--- src/hw/rtl/user_quota_table_macros.svh ---
// Assertion helpers for the user quota table.
`ifndef USER_QUOTA_TABLE_MACROS_SVH
`define USER_QUOTA_TABLE_MACROS_SVH

// same-cycle implication
`define UQT_ASSERT_NOW(label, ante, cons, msg) \
  label: assert property (@(posedge clk) disable iff (rst) (ante) |-> (cons)) \
    else $error(msg);

// next-cycle implication
`define UQT_ASSERT_NEXT(label, ante, cons, msg) \
  label: assert property (@(posedge clk) disable iff (rst) (ante) |=> (cons)) \
    else $error(msg);

`endif

--- src/hw/rtl/uqt_pkg.sv ---
`default_nettype none

package uqt_pkg;

  localparam int TABLE_ENTRIES = 16;
  localparam int IDX_W = (TABLE_ENTRIES > 1) ? $clog2(TABLE_ENTRIES) : 1;

  localparam int ACT_W   = 3;
  localparam int USER_W  = 31;
  localparam int AMT_W   = 31;
  localparam int CAT_W   = 2;
  localparam int STAT_W  = 2;
  localparam int CNT_W   = 32;
  localparam int DATA_W  = 48;
  localparam int ENTRY_W = USER_W + AMT_W;
  localparam int NUM_CAT = 3;

  localparam logic [IDX_W-1:0] IDX_LAST = IDX_W'(TABLE_ENTRIES - 1);
  localparam logic [CAT_W-1:0] CAT_LAST = CAT_W'(NUM_CAT - 1);

  localparam logic [ACT_W-1:0] ACT_REGISTER  = 3'd0;
  localparam logic [ACT_W-1:0] ACT_AUTHORIZE = 3'd1;
  localparam logic [ACT_W-1:0] ACT_DELETE    = 3'd2;
  localparam logic [ACT_W-1:0] ACT_CLEAR     = 3'd3;
  localparam logic [ACT_W-1:0] ACT_READ      = 3'd4;

  localparam logic [STAT_W-1:0] ST_OK     = 2'd0;
  localparam logic [STAT_W-1:0] ST_NODATA = 2'd1;
  localparam logic [STAT_W-1:0] ST_FAIL   = 2'd2;

  typedef struct packed {
    logic [ACT_W-1:0]  action;
    logic [USER_W-1:0] user_id;
    logic [AMT_W-1:0]  amount;
    logic [CAT_W-1:0]  category;
  } req_t;

  typedef struct packed {
    logic [STAT_W-1:0] status;
    logic [CAT_W-1:0]  stat_category;
    logic [CNT_W-1:0]  request_count;
    logic [DATA_W-1:0] data_total;
    logic              last;
  } rsp_t;

  typedef struct packed {
    logic             clear;
    logic             count;
    logic [CAT_W-1:0] cat;
    logic [AMT_W-1:0] amount;
  } tot_cmd_t;

  typedef struct packed {
    logic [CNT_W-1:0]  request_count;
    logic [DATA_W-1:0] data_total;
  } tot_view_t;

endpackage

`default_nettype wire

--- src/hw/rtl/uqt_ram.sv ---
`default_nettype none

module uqt_ram #(
  parameter int WIDTH = 8,
  parameter int DEPTH = 16,
  parameter int AW    = (DEPTH > 1) ? $clog2(DEPTH) : 1
) (
  input  wire logic                     clk,
  input  wire logic                     we,
  input  wire logic [AW-1:0]            waddr,
  input  wire logic [WIDTH-1:0]         wdata,
  input  wire logic [AW-1:0]            raddr,
  output logic      [WIDTH-1:0]         rdata
);

  logic [WIDTH-1:0] mem [DEPTH];

  always_ff @(posedge clk) begin
    if (we) begin
      mem[waddr] <= wdata;
    end
    rdata <= mem[raddr];
  end

endmodule

`default_nettype wire

--- src/hw/rtl/uqt_totals.sv ---
`default_nettype none

module uqt_totals (
  input  wire logic                          clk,
  input  wire logic                          rst,
  input  wire uqt_pkg::tot_cmd_t             cmd,
  input  wire logic [uqt_pkg::CAT_W-1:0]     rd_cat,
  output uqt_pkg::tot_view_t                 view
);

  logic [uqt_pkg::CNT_W-1:0]  req_cnt  [uqt_pkg::NUM_CAT];
  logic [uqt_pkg::DATA_W-1:0] data_sum [uqt_pkg::NUM_CAT];

  always_ff @(posedge clk) begin
    if (rst || cmd.clear) begin
      for (int i = 0; i < uqt_pkg::NUM_CAT; i++) begin
        req_cnt[i]  <= '0;
        data_sum[i] <= '0;
      end
    end else if (cmd.count && cmd.cat <= uqt_pkg::CAT_LAST) begin
      req_cnt[cmd.cat]  <= req_cnt[cmd.cat] + 1'b1;
      data_sum[cmd.cat] <= data_sum[cmd.cat] +
                           {{(uqt_pkg::DATA_W - uqt_pkg::AMT_W){1'b0}}, cmd.amount};
    end
  end

  always_comb begin
    if (rd_cat <= uqt_pkg::CAT_LAST) begin
      view.request_count = req_cnt[rd_cat];
      view.data_total    = data_sum[rd_cat];
    end else begin
      view = '0;
    end
  end

endmodule

`default_nettype wire

--- src/hw/rtl/uqt_ctrl.sv ---
`default_nettype none

module uqt_ctrl (
  input  wire logic                           clk,
  input  wire logic                           rst,
  input  wire logic                           start,
  input  wire uqt_pkg::req_t                  req,
  output logic                                busy,
  output uqt_pkg::rsp_t                       rsp,
  output logic                                rsp_valid,
  output logic [uqt_pkg::IDX_W-1:0]           ram_raddr,
  input  wire logic [uqt_pkg::ENTRY_W-1:0]    ram_rdata,
  output logic                                ram_we,
  output logic [uqt_pkg::IDX_W-1:0]           ram_waddr,
  output logic [uqt_pkg::ENTRY_W-1:0]         ram_wdata,
  output uqt_pkg::tot_cmd_t                   tot_cmd,
  output logic [uqt_pkg::CAT_W-1:0]           tot_rd_cat,
  input  wire uqt_pkg::tot_view_t             tot_view
);

  typedef enum logic [3:0] {
    S_IDLE = 4'b0001,
    S_SCAN = 4'b0010,
    S_UPD  = 4'b0100,
    S_EMIT = 4'b1000
  } state_t;

  state_t                            state;
  uqt_pkg::req_t                     cur;
  logic [uqt_pkg::IDX_W-1:0]         idx;
  logic [uqt_pkg::IDX_W-1:0]         cmp_idx;
  logic                              cmp_vld;
  logic [uqt_pkg::IDX_W-1:0]         hit_idx;
  logic [uqt_pkg::AMT_W-1:0]         quota;
  logic [uqt_pkg::CAT_W-1:0]         emit_cat;
  logic [uqt_pkg::TABLE_ENTRIES-1:0] entry_valid;

  logic                              accept;
  logic                              is_reg;
  logic                              hit;
  logic                              under;
  logic [uqt_pkg::AMT_W-1:0]         quota_new;
  logic [uqt_pkg::USER_W-1:0]        rd_user;
  logic [uqt_pkg::AMT_W-1:0]         rd_quota;

  function automatic uqt_pkg::rsp_t status_rsp(logic [uqt_pkg::STAT_W-1:0] st);
    uqt_pkg::rsp_t r;
    r        = '0;
    r.status = st;
    r.last   = 1'b1;
    return r;
  endfunction

  assign accept   = start && (state == S_IDLE);
  assign busy     = (state != S_IDLE);
  assign is_reg   = (cur.action == uqt_pkg::ACT_REGISTER);
  assign rd_user  = ram_rdata[uqt_pkg::ENTRY_W-1:uqt_pkg::AMT_W];
  assign rd_quota = ram_rdata[uqt_pkg::AMT_W-1:0];

  assign hit = cmp_vld && (is_reg ? !entry_valid[cmp_idx]
                                  : (entry_valid[cmp_idx] && rd_user == cur.user_id));

  assign under     = (quota < cur.amount);
  assign quota_new = under ? '0 : (quota - cur.amount);

  assign ram_raddr = idx;
  assign ram_we    = ((state == S_SCAN) && hit && is_reg) || (state == S_UPD);
  assign ram_waddr = (state == S_UPD) ? hit_idx : cmp_idx;
  assign ram_wdata = (state == S_UPD) ? {cur.user_id, quota_new}
                                      : {cur.user_id, cur.amount};

  assign tot_cmd.clear  = accept && (req.action == uqt_pkg::ACT_CLEAR);
  assign tot_cmd.count  = (state == S_UPD);
  assign tot_cmd.cat    = cur.category;
  assign tot_cmd.amount = cur.amount;
  assign tot_rd_cat     = emit_cat;

  always_ff @(posedge clk) begin
    if (rst) begin
      state       <= S_IDLE;
      rsp_valid   <= 1'b0;
      cmp_vld     <= 1'b0;
      entry_valid <= '0;
    end else begin
      rsp_valid <= 1'b0;
      case (state)
        S_IDLE: begin
          if (start) begin
            cur      <= req;
            idx      <= '0;
            cmp_vld  <= 1'b0;
            emit_cat <= '0;
            case (req.action)
              uqt_pkg::ACT_REGISTER, uqt_pkg::ACT_DELETE: begin
                state <= S_SCAN;
              end
              uqt_pkg::ACT_AUTHORIZE: begin
                if (req.category <= uqt_pkg::CAT_LAST) begin
                  state <= S_SCAN;
                end else begin
                  rsp       <= status_rsp(uqt_pkg::ST_FAIL);
                  rsp_valid <= 1'b1;
                end
              end
              uqt_pkg::ACT_CLEAR: begin
                rsp       <= status_rsp(uqt_pkg::ST_OK);
                rsp_valid <= 1'b1;
              end
              uqt_pkg::ACT_READ: begin
                state <= S_EMIT;
              end
              default: begin
                rsp       <= status_rsp(uqt_pkg::ST_FAIL);
                rsp_valid <= 1'b1;
              end
            endcase
          end
        end
        S_SCAN: begin
          cmp_vld <= 1'b1;
          cmp_idx <= idx;
          if (idx != uqt_pkg::IDX_LAST) begin
            idx <= idx + 1'b1;
          end
          if (hit) begin
            cmp_vld <= 1'b0;
            case (cur.action)
              uqt_pkg::ACT_REGISTER: begin
                entry_valid[cmp_idx] <= 1'b1;
                rsp       <= status_rsp(uqt_pkg::ST_OK);
                rsp_valid <= 1'b1;
                state     <= S_IDLE;
              end
              uqt_pkg::ACT_DELETE: begin
                entry_valid[cmp_idx] <= 1'b0;
                rsp       <= status_rsp(uqt_pkg::ST_OK);
                rsp_valid <= 1'b1;
                state     <= S_IDLE;
              end
              default: begin
                hit_idx <= cmp_idx;
                quota   <= rd_quota;
                state   <= S_UPD;
              end
            endcase
          end else if (cmp_vld && cmp_idx == uqt_pkg::IDX_LAST) begin
            cmp_vld   <= 1'b0;
            rsp       <= status_rsp(uqt_pkg::ST_FAIL);
            rsp_valid <= 1'b1;
            state     <= S_IDLE;
          end
        end
        S_UPD: begin
          rsp       <= status_rsp(under ? uqt_pkg::ST_NODATA : uqt_pkg::ST_OK);
          rsp_valid <= 1'b1;
          state     <= S_IDLE;
        end
        S_EMIT: begin
          rsp.status        <= uqt_pkg::ST_OK;
          rsp.stat_category <= emit_cat;
          rsp.request_count <= tot_view.request_count;
          rsp.data_total    <= tot_view.data_total;
          rsp.last          <= (emit_cat == uqt_pkg::CAT_LAST);
          rsp_valid         <= 1'b1;
          emit_cat          <= emit_cat + 1'b1;
          if (emit_cat == uqt_pkg::CAT_LAST) begin
            state <= S_IDLE;
          end
        end
        default: begin
          state <= S_IDLE;
        end
      endcase
    end
  end

endmodule

`default_nettype wire

--- src/hw/rtl/user_quota_table.sv ---
// User quota table.
// Request channel: drive req and raise start; the request is taken at a
// rising edge where start is high and busy is low. busy stays high while a
// request is being worked on.
// Result channel: each result sits on rsp for one cycle, marked by rsp_valid,
// and must be taken in that cycle; there is no way to hold results off.
// Read gives three results on consecutive cycles (categories 0, 1, 2, last on
// the third); every other action gives one.
// Register, delete and authorize walk the table one entry per cycle through a
// RAM with one write port and one registered read port, and one shared compare;
// the walk stops at the match or free slot, so the result comes sooner when it
// is near the start of the table, and authorize then passes a quota update
// state. Reset totals, undefined actions and authorize with a bad category
// answer on the next cycle; read answers from its emit state. A new request may
// be given in the cycle the final result shows.
// Reset empties the table and clears the category totals at once; no sweep.
`default_nettype none

`include "user_quota_table_macros.svh"

module user_quota_table (
  input  wire logic          clk,
  input  wire logic          rst,
  input  wire logic          start,
  input  wire uqt_pkg::req_t req,
  output logic               busy,
  output uqt_pkg::rsp_t      rsp,
  output logic               rsp_valid
);

  logic [uqt_pkg::IDX_W-1:0]   ram_raddr;
  logic [uqt_pkg::IDX_W-1:0]   ram_waddr;
  logic [uqt_pkg::ENTRY_W-1:0] ram_rdata;
  logic [uqt_pkg::ENTRY_W-1:0] ram_wdata;
  logic                        ram_we;
  uqt_pkg::tot_cmd_t           tot_cmd;
  uqt_pkg::tot_view_t          tot_view;
  logic [uqt_pkg::CAT_W-1:0]   tot_rd_cat;

  uqt_ram #(
    .WIDTH (uqt_pkg::ENTRY_W),
    .DEPTH (uqt_pkg::TABLE_ENTRIES)
  ) u_ram (
    .clk   (clk),
    .we    (ram_we),
    .waddr (ram_waddr),
    .wdata (ram_wdata),
    .raddr (ram_raddr),
    .rdata (ram_rdata)
  );

  uqt_totals u_totals (
    .clk    (clk),
    .rst    (rst),
    .cmd    (tot_cmd),
    .rd_cat (tot_rd_cat),
    .view   (tot_view)
  );

  uqt_ctrl u_ctrl (
    .clk        (clk),
    .rst        (rst),
    .start      (start),
    .req        (req),
    .busy       (busy),
    .rsp        (rsp),
    .rsp_valid  (rsp_valid),
    .ram_raddr  (ram_raddr),
    .ram_rdata  (ram_rdata),
    .ram_we     (ram_we),
    .ram_waddr  (ram_waddr),
    .ram_wdata  (ram_wdata),
    .tot_cmd    (tot_cmd),
    .tot_rd_cat (tot_rd_cat),
    .tot_view   (tot_view)
  );

  `UQT_ASSERT_NEXT(a_read_burst, rsp_valid && !rsp.last, rsp_valid, "read burst broken")
  `UQT_ASSERT_NOW(a_busy_pending, rsp_valid && !rsp.last, busy, "idle with results pending")
  `UQT_ASSERT_NEXT(a_accept_acts, start && !busy, busy || rsp_valid, "request dropped")
  `UQT_ASSERT_NOW(a_cat_on_read, rsp_valid && rsp.stat_category != 2'd0,
                  rsp.status == uqt_pkg::ST_OK, "bad status on totals")

endmodule

`default_nettype wire

--- config.mk ---
export PLATFORM = sky130hd
export DESIGN_NAME = user_quota_table
export DESIGN_NICKNAME = d
export VERILOG_FILES = /design/src/hw/rtl/uqt_pkg.sv /design/src/hw/rtl/uqt_ram.sv /design/src/hw/rtl/uqt_totals.sv /design/src/hw/rtl/uqt_ctrl.sv /design/src/hw/rtl/user_quota_table.sv
export VERILOG_INCLUDE_DIRS = /design/src /design/src/hw/rtl
export SDC_FILE = /design/constraint.sdc
export NUM_CORES = 2
export LEC_CHECK = 0
export BUFFER_PORTS_ARGS = -buffer_cell sky130_fd_sc_hd__buf_4
export CAP_MARGIN = 20
export CORE_ASPECT_RATIO = 1.75
export CORE_MARGIN = 2
export CORE_UTILIZATION = 51
export CTS_CLUSTER_DIAMETER = 50
export DETAILED_ROUTE_END_ITERATION = 10
export PLACE_DENSITY = 0.67
export SETUP_SLACK_MARGIN = 0.1
export SLEW_MARGIN = 15
export SYNTH_ARGS = -nofsm -noshare
export SYNTH_HDL_FRONTEND = slang
export SYNTH_SLANG_ARGS = --single-unit
export TNS_END_PERCENT = 10
--- constraint.sdc ---
create_clock -name clk -period 16.05 [get_ports clk]
set_clock_uncertainty 0.05 [all_clocks]
set_input_delay 3.21 -clock clk [delete_from_list [all_inputs] [get_ports clk]]
set_output_delay 3.21 -clock clk [all_outputs]
set_load 0.05 [all_outputs]
==> summary.md <==
| Metric | Value |
|---|---|
| Overall routing resource usage | `0.226` |
| Fin Setup TNS | `0 ns` |
| Antenna violations before repair | `2` |
| FFs w/ async S/R, synth | `0` |
| Ys Warns | `0` |
| First-pass GRT wire length | `222,000 µm` |
| Synth top cells by count | `edfxtp_1, mux4_2, nor2_1` |
| Net count, final | `4,011` |
| Clock buffer depth | `3` |
| Post-route DRC | `0` |
| Min-delay worst type | `reg -> reg` |
| Power Density | `120 nW/µm²` |
| Worst-case reg-to-reg path depth | `12` |
| Seq/Total Area, Yosys | `0.709` |
| Most frequent cell after synthesis | `edfxtp_1` |
| CTS tree | `built` |
| Number of clock sinks | `1,597` |
| Main synth FF type | `edfxtp_1` |
| Clk Tree Root Cell | `clkbuf_16` |
| WL final | `149,000 µm` |
| Share of layout cells above drive strength 1 | `0.245` |
| Synthesized area per cell | `18.5 µm²` |
| CP endpoint kind | `register` |
| Hold path cells | `0` |
| DP Wirelength | `86,400 µm` |
| Syn-to-layout area delta | `12.8%` |
| RSZ-0062 raised after global routing | `false` |
| Area leader, netlist | `edfxtp_1` |
| Hold Path Origin | `u_ram.rdata[21]` |
| GR Overflow Total | `0` |
| Synth unique cells | `75` |
| Worst reg2reg path endpoint | `u_totals.data_sum[0][38]` |
| Slew @ Worst Pin | `1.11 ns` |
| Arr. time, crit path | `6.62 ns` |
| Slew Limit Fails | `0` |
| Worst EP required | `16.48 ns` |
| Post-CTS Hold Fix Bufs | `0` |
| Slew HR | `0.250` |
| CTS resizes | `0` |
| Met3 wire length | `7010 µm` |
| Die W | `277 µm` |
| Final hold vios | `0` |
| Port Buffers | `156` |
| Post-synthesis cell area | `66,400 µm²` |
| Seq cells post-synth | `1,597` |
| CORE AREA | `130,000 µm²` |
| Htree depth | `4` |
| Max Clock Freq | `162 MHz` |
| Clk slew on worst S/H paths | `0.07 ns` |
| Worst VDD drop | `0.107 mV` |
| Row count | `175` |
| CP cell instances | `buf_4, buf_4, mux4_2, ha_1, nand2_1, nor2_1, a31oi_1, nor4_1, o211ai_1, a211oi_1, xnor2_1, nor2_1` |
| DR top layer | `met4` |
| Die area | `133,000 µm²` |
| Leak pwr | `0.0250 µW` |
| Initial Util | `0.512` |
| Fin Hold WS | `0.349 ns` |
| Final GP Congestion | `0.841` |
| Via count | `33,800` |
| Slowest CP cell | `nor4_1` |
| First DRT Iteration DRCs | `2,713` |
| Die Y | `481 µm` |
| Vias per std cell | `5.95` |
| Largest net degree at the start of global routing | `91` |
| Setup violators final | `0` |
| Antenna Nets Post-Route | `0` |
| Crit path launch type | `register` |
| Tmin final | `6.19 ns` |
| Post-CTS setup buffer count | `0` |
| Drt pass-1 iters | `5` |
| Final Cycle Share | `0.385` |
| Worst Path Max Fanout | `35` |
| Max Cap Viol | `0` |
| M1 WL | `55,100 µm` |
| Vias in the first global route | `35,800` |
| Critical setup path kind | `reg -> reg` |
| Status | `completed` |
| Met2 WL | `82,400 µm` |
| Max incr delay on CP | `0.98 ns` |
| Worst setup path endpoint | `u_totals.data_sum[0][38]` |
| Area contributors post-synth | `edfxtp_1, mux4_2, dfxtp_1` |
| Io pins | `157` |
| Skew-Pair Late Insertion Delay | `0.77 ns` |
| R2R Setup Slk | `9.86 ns` |
| CTS Buf Count | `145` |
| Share of the synthesized area in the top cell type | `0.682` |
| Post-synth EDFFs | `1,509` |
| Wire per inst | `26.3 µm` |
| Cells after synthesis | `3,588` |
==> metal layers <==
| layer | vias to the layer above | track usage |
|---|---|---|
| met5 | - | 0 |
| met4 | 0 | 0.0762 |
| met3 | 266 | 0.0317 |
| met2 | 1009 | 0.428 |
| met1 | 17700 | 0.262 |
| li1 | 14800 | - |
==> sequential cells by signal, indices dropped and copies added (netlist names), named ones only <==
signal	flops
u_ram.mem	992
u_totals.data_sum	192
u_totals.req_cnt	128
u_ctrl.rsp	85
u_ram.rdata	62
u_ctrl.cur	34
u_ctrl.tot_cmd	33
u_ctrl.quota	31
u_ctrl.cmp_idx	4
u_ctrl.hit_idx	4
u_ctrl.ram_raddr	4
u_ctrl.state	4
u_ctrl.tot_rd_cat	2
u_ctrl.cmp_vld	1
u_ctrl.rsp_valid	1
==> how the worst min path moves through the flow <==
stage | end | slack (ns)
floorplan | u_ctrl.quota[0] | 0.34
global placement | u_ctrl.quota[16] | 0.34
detailed placement | u_ctrl.quota[5] | 0.34
CTS | u_ctrl.quota[21] | 0.34
global route | u_ctrl.quota[21] | 0.35
finish | u_ctrl.quota[21] | 0.35
==> power by group <==
group | internal, µW | leakage [µW] | switching [µW]
combinational | 313 | 0.00801 | 443
clock | 1960 | 0.00231 | 1510
sequential | 4670 | 0.0147 | 77.8
total | 6950 | 0.0250 | 2030
==> cell type report <==
class,instances,area [µm²]
fillers,9687,54700
flip-flops and latches,1597,47100
multi-input cells,1758,18700
clock buffers,193,4020
well taps,1681,2100
repair buffers,238,1800
clock inverters,72,724
inverters,133,499
diodes,2,5.00
==> metrics by stage <==
stage / utilization / power (µW) / setup WS, ns / std cells / instance area [µm²]
global placement: 0.540 / 5580 / 9.23 / 5403 / 70100
finish: 0.578 / 8980 / 9.86 / 5674 / 74900
CTS: 0.577 / 9060 / 9.84 / 5668 / 74800
detailed placement: 0.540 / 5600 / 9.27 / 5403 / 70100
floorplan: - / 5370 / 5.47 / 3667 / 66700
global route: 0.578 / 9270 / 9.55 / 5673 / 74900
==> cell families after synthesis <==
group	share of synthesized area
flip-flops	0.709
AND/OR/NAND/NOR	0.0496
multiplexers	0.163
buffers and inverters	0.0186
AO/OA/AOI/OAI	0.0295
XOR/XNOR	0.0170
adder cells (fa/ha/maj)	0.0130
other	0.0000565
==> placed cells by master (no fill, tap or decap), drive strengths merged, types with 66 or more instances in the layout <==
master	Yosys	routed
edfxtp	1509	1509
dfxtp	88	88
nor2	329	329
a21oi	80	80
inv	133	142
xnor2	86	86
ha	66	66
buf	53	235
nor2b	91	91
conb	1	80
nand2	110	110
clkbuf	126	196
mux4	475	475
==> worst max-delay path, delay by kind of cell, from the launching register on <==
family / cells / cell delay (ns)
DFF: 1 / 0.60
adders and majority gates: 1 / 0.45
and+or+nand+nor: 4 / 1.47
AOI/OAI and AO/OA: 3 / 1.01
buffers and inverters: 2 / 1.36
xor gates and xnor gates: 1 / 0.23
muxes: 1 / 0.60
(Power assumes the default switching activity.)
